## src/rtl/core/bba_ram.sv

```systemverilog
// Generic simple dual-port RAM with one write port and one registered read port.
`default_nettype none

module bba_ram #(
    parameter int WIDTH = 64,
    parameter int DEPTH = 64,
    parameter int ADDR_W = (DEPTH > 1) ? $clog2(DEPTH) : 1
) (
    input  wire logic              clk,
    input  wire logic              we,
    input  wire logic [ADDR_W-1:0] waddr,
    input  wire logic [WIDTH-1:0]  wdata,
    input  wire logic              re,
    input  wire logic [ADDR_W-1:0] raddr,
    output logic      [WIDTH-1:0]  rdata
);

    logic [WIDTH-1:0] mem [DEPTH];

    always_ff @(posedge clk)
    begin
        if (we)
        begin
            mem[waddr] <= wdata;
        end
        if (re)
        begin
            rdata <= mem[raddr];
        end
    end

endmodule

`default_nettype wire

```

## config.mk

```make
export PLATFORM = sky130hd
export DESIGN_NAME = bba_ram
export DESIGN_NICKNAME = d
export VERILOG_FILES = /design/src/rtl/core/bba_ram.sv
export SDC_FILE = /design/constraint.sdc
export NUM_CORES = 2
export LEC_CHECK = 0
export BUFFER_PORTS_ARGS = -buffer_cell sky130_fd_sc_hd__buf_2
export CAP_MARGIN = 10
export CORE_UTILIZATION = 61
export DETAILED_ROUTE_END_ITERATION = 8
export PLACE_DENSITY = 0.77
export SLEW_MARGIN = 10
export SYNTH_ARGS = -nofsm -noshare
export SYNTH_HDL_FRONTEND = slang
export SYNTH_SLANG_ARGS = --single-unit
```

## constraint.sdc

```tcl
create_clock -name clk -period 9.01 [get_ports clk]
set_input_delay 1.3515 -clock clk [delete_from_list [all_inputs] [get_ports clk]]
set_output_delay 1.3515 -clock clk [all_outputs]
set_load 0.02 [all_outputs]
```

-- After elaboration in Yosys (flattened, before gate mapping)
Memories as Yosys holds them, arrays and structs flattened. A register that Yosys moved wholly into a read port is not among the register bits.
Cells that the tools add are included.
- register bits after elaboration: 0
- RAM bits: 4096
- input port bits: 79
- output and inout port bits: 64
- memories: 1
- memories (memory ; words ; bits a word ; read ports ; clocked after Yosys merged registers in ; write ports ; line ; RTL):
    mem ; 64 ; 64 ; 1 ; 1 ; 1 ; 18 ; logic [WIDTH-1:0] mem [DEPTH];
- multiplexer cells: 2
- operator list (operator ; number):
    2-to-1 mux 1 bit ; 2

-- Logic depth before layout (Yosys ltp)
- depth in word-level cells: 2
- mapped depth: 9
- depth with buffers taken out: 5

-- Least setup slack after synthesis
Ideal clock, no wire load.
- path type: input to register
- from: input waddr[3]
- to: memory mem[48][0] (enable)
- setup time: 564 ps
- arrival time: 6223 ps
- slack: 2223 ps
- stages: 4
- buffers on the path: 1
- path through: clkbuf_1 nor2b_1 nand4b_1 nor3_1
- RTL lines (what ; line ; RTL):
    start, declared ; 11 ; input wire logic [ADDR_W-1:0] waddr,
    end, declared ; 18 ;
No word-level cell before the write port.

==> flow_metrics.tcl <==
set metrics [dict create \
    core_mm2 0.255 \
    max_freq_mhz 236 \
    min_period_ns 4.23 \
    place_congestion 0.797 \
    wl_per_cell_um 41.1 \
    hold_viol_final 0 \
    final_core_util 0.686 \
    syn_inst 6598 \
    required_ns 9.85 \
    finalSetupViolations 0 \
    async_reset_ff_frac 0 \
    worstMarginPinSlew_ns 1.34 \
    avgViaCountPerCell 7.43 \
    rsz0062_at_grt "no" \
    finalSetupTns_ns 0 \
    peakVddDrop_v 0.000241 \
    cts_hold_buf 0 \
    synth_area_mm2 0.157 \
    gr-usage-all-layers 0.342 \
    drtAntennaViolNets 0 \
    max-cap-violations 0 \
    drt-initial-drc-count 12940 \
    io_buffers 142 \
    grt_antenna_before_repair 38 \
    critPathMaxStageDelay_ns 0.68 \
    reg2reg_setup_slack_ns 6.52 \
    start_util 0.615 \
    crit_slowest_cell "buf_4" \
    finalMaxSlewViolations 0 \
    dpl_cell_area_mm2 0.162 \
    grt_max_degree 141 \
    most-common-layout-cells "4160 x edfxtp_1, 1024 x mux4_2, 399 x clkbuf_16" \
    relSlewSlack 0.105 \
    die_area_mm2 0.259 \
    powerDensity_mw_per_mm2 227 \
    postRouteWirelength_um 438000 \
    ys_warn_count 0 \
    cts.sinks 4160 \
    mostFrequentLayoutCell "edfxtp_1" \
    die_width_um 509 \
    grt_pass1_vias 79935 \
    fin_crit_sh 0.469 \
    path_buf_inv 3 \
    clock_tree.buffer_depth 4 \
    die_h_um 509 \
    hold_class "flip-flop to flip-flop" \
    ys_seq_area_frac 0.796 \
    avgSynthCellArea_um2 23.8 \
    cts.clk_slew.worst_paths_ns 0.07 \
    drc 0 \
    fin_skew_ns 0.0633 \
    drive_gt1_frac 0.275 \
    clkPwrFrac 0.412 \
    fin_area_mm2 0.175 \
    cts_tree "yes" \
    ys_ff_latch 4160 \
    cts_buffers 394 \
    path_class "input port to flip-flop" \
    p_int_uw 31500 \
    overflow 0 \
    grt_first_pass_wirelength_um 607000 \
    crit_family "buffers and inverters" \
    power.share.combinational 0.046 \
    ios 143 \
    cts-htree-levels 5 \
    clock_latency_ns 1.02 \
    status "finished, final reports clean" \
    ctsResizeCount 0 \
    root_buffer "clkbuf_16" \
    post_cts_buffers 0 \
    netlist-cell-type-count 32 \
    dpl_worst_slack_ns 4.01 \
    p_leak_uw 0.0544 \
    synthesis.nets 6677 \
    area_delta_synth_final_pct 11.5 \
    placementRows 185 \
    synth_edf_count 4160 \
    hpwl_um 209000 \
    switching_share 0.208 \
    critical_path.startpoint_type "input port" \
    p_seq_frac 0.543 \
    end_kind "flip-flop" \
    finalWorstSetupSlack_ns 4.78 \
    cp_common_cell "o22ai_1" \
    synthFlopType "edfxtp_1" \
    worst-endpoint-arrival_ns 5.07 \
    worst-path-max-fanout 82 \
    first_pass_iters 6 \
    fin_nets 7036 \
    vias 79091 \
    netSwitchingPower_uw 8280 \
    crit_chain "buf_8, buf_12, buf_4, or2_2, o22ai_1, o22ai_1, and3_1" \
]
==> flip-flops by register name, summed over array words and instances, names as in the netlist <==
register and cells:
mem 4096, rdata 64
==> per-layer routing <==
| layer | part of all wire | vias to the layer above | global-route usage |
|---|---|---|---|
| met1 | 0.32 | 41154 | 0.449 |
| met2 | 0.47 | 7263 | 0.529 |
| met3 | 0.15 | 1464 | 0.0929 |
| li1 | - | 29198 | - |
| met4 | 0.064 | 12 | 0.186 |
| met5 | 0.00015 | - | 0 |
==> layout make-up <==
cell class	count	area (um2)
Fill cell	14308	80100
Tap cell	3366	4210
Multi-Input combinational cell	2049	30800
Clock buffer	472	10300
Inverter	19	71.3
Timing Repair Buffer	333	2510
Antenna cell	28	70.1
Clock inverter	215	2180
Sequential cell	4160	125000
==> stage by stage <==
step	cells	hold slack, ns	power, uW
6_report	10642	0.912	39700
5_1_grt	10625	0.938	40500
4_1_cts	10613	0.907	39800
3_5_place_dp	9926	0.897	23700
3_3_place_gp	9921	0.893	23700
2_1_floorplan	6598	0.865	23000
==> final timing paths <==
| check | from | to | cells after the start |
|---|---|---|---|
| max | raddr[1] | rdata[42] | 7 |
| min | mem[54][28] | rdata[28] | 4 |
| max reg2reg | mem[12][14] | rdata[14] | 5 |
| min reg2reg | mem[54][28] | rdata[28] | 4 |
==> Yosys cell counts (6+ instances only) <==
cell type,n,area (um2)
edfxtp_1,4160,125000
mux4_2,1024,23100
buf_2,170,851
a22oi_1,168,1260
clkbuf_1,140,526
mux2i_1,135,1350
nor2_1,112,420
a22o_1,88,771
o22ai_1,83,519
and3_1,64,400
a211oi_1,63,473
nand2_1,58,218
nand3_1,45,225
o221ai_1,38,333
buf_4,34,255
or3_1,29,181
nor2b_1,28,175
or2_2,28,175
a41oi_1,26,228
buf_1,20,75.1
a2bb2oi_1,19,166
inv_1,19,71.3
a31oi_1,18,113
nand2b_1,11,68.8
buf_6,6,67.6
==> worst min-delay path, stage by stage (launching register included) <==
cell	delay, ns
edfxtp_1	0.32
mux4_2	0.22
a22oi_1	0.05
nand3_1	0.08
and3_1	0.15
==> power groups by stage <==
stage | combinational (uW) | clock (uW) | sequential (uW)
after floorplan | 999 | 0 | 22000
after global placement | 1720 | 0 | 22000
after detailed placement | 1760 | 0 | 22000
after CTS | 1790 | 16400 | 21600
after global routing | 1880 | 17100 | 21600
final | 1820 | 16400 | 21600
==> kinds of logic (layout without fill, tap and decap cells) <==
group | Yosys count | count (layout) | synth area share
DFF | 4160 | 4160 | 0.796
muxes | 1159 | 1159 | 0.156
AOI/OAI and AO/OA | 504 | 504 | 0.0247
buffers and inverters | 389 | 1039 | 0.0118
and+or+nand+nor | 386 | 386 | 0.0123
other | 0 | 28 | 0
No activity file was read; power rests on OpenSTA's default activity.
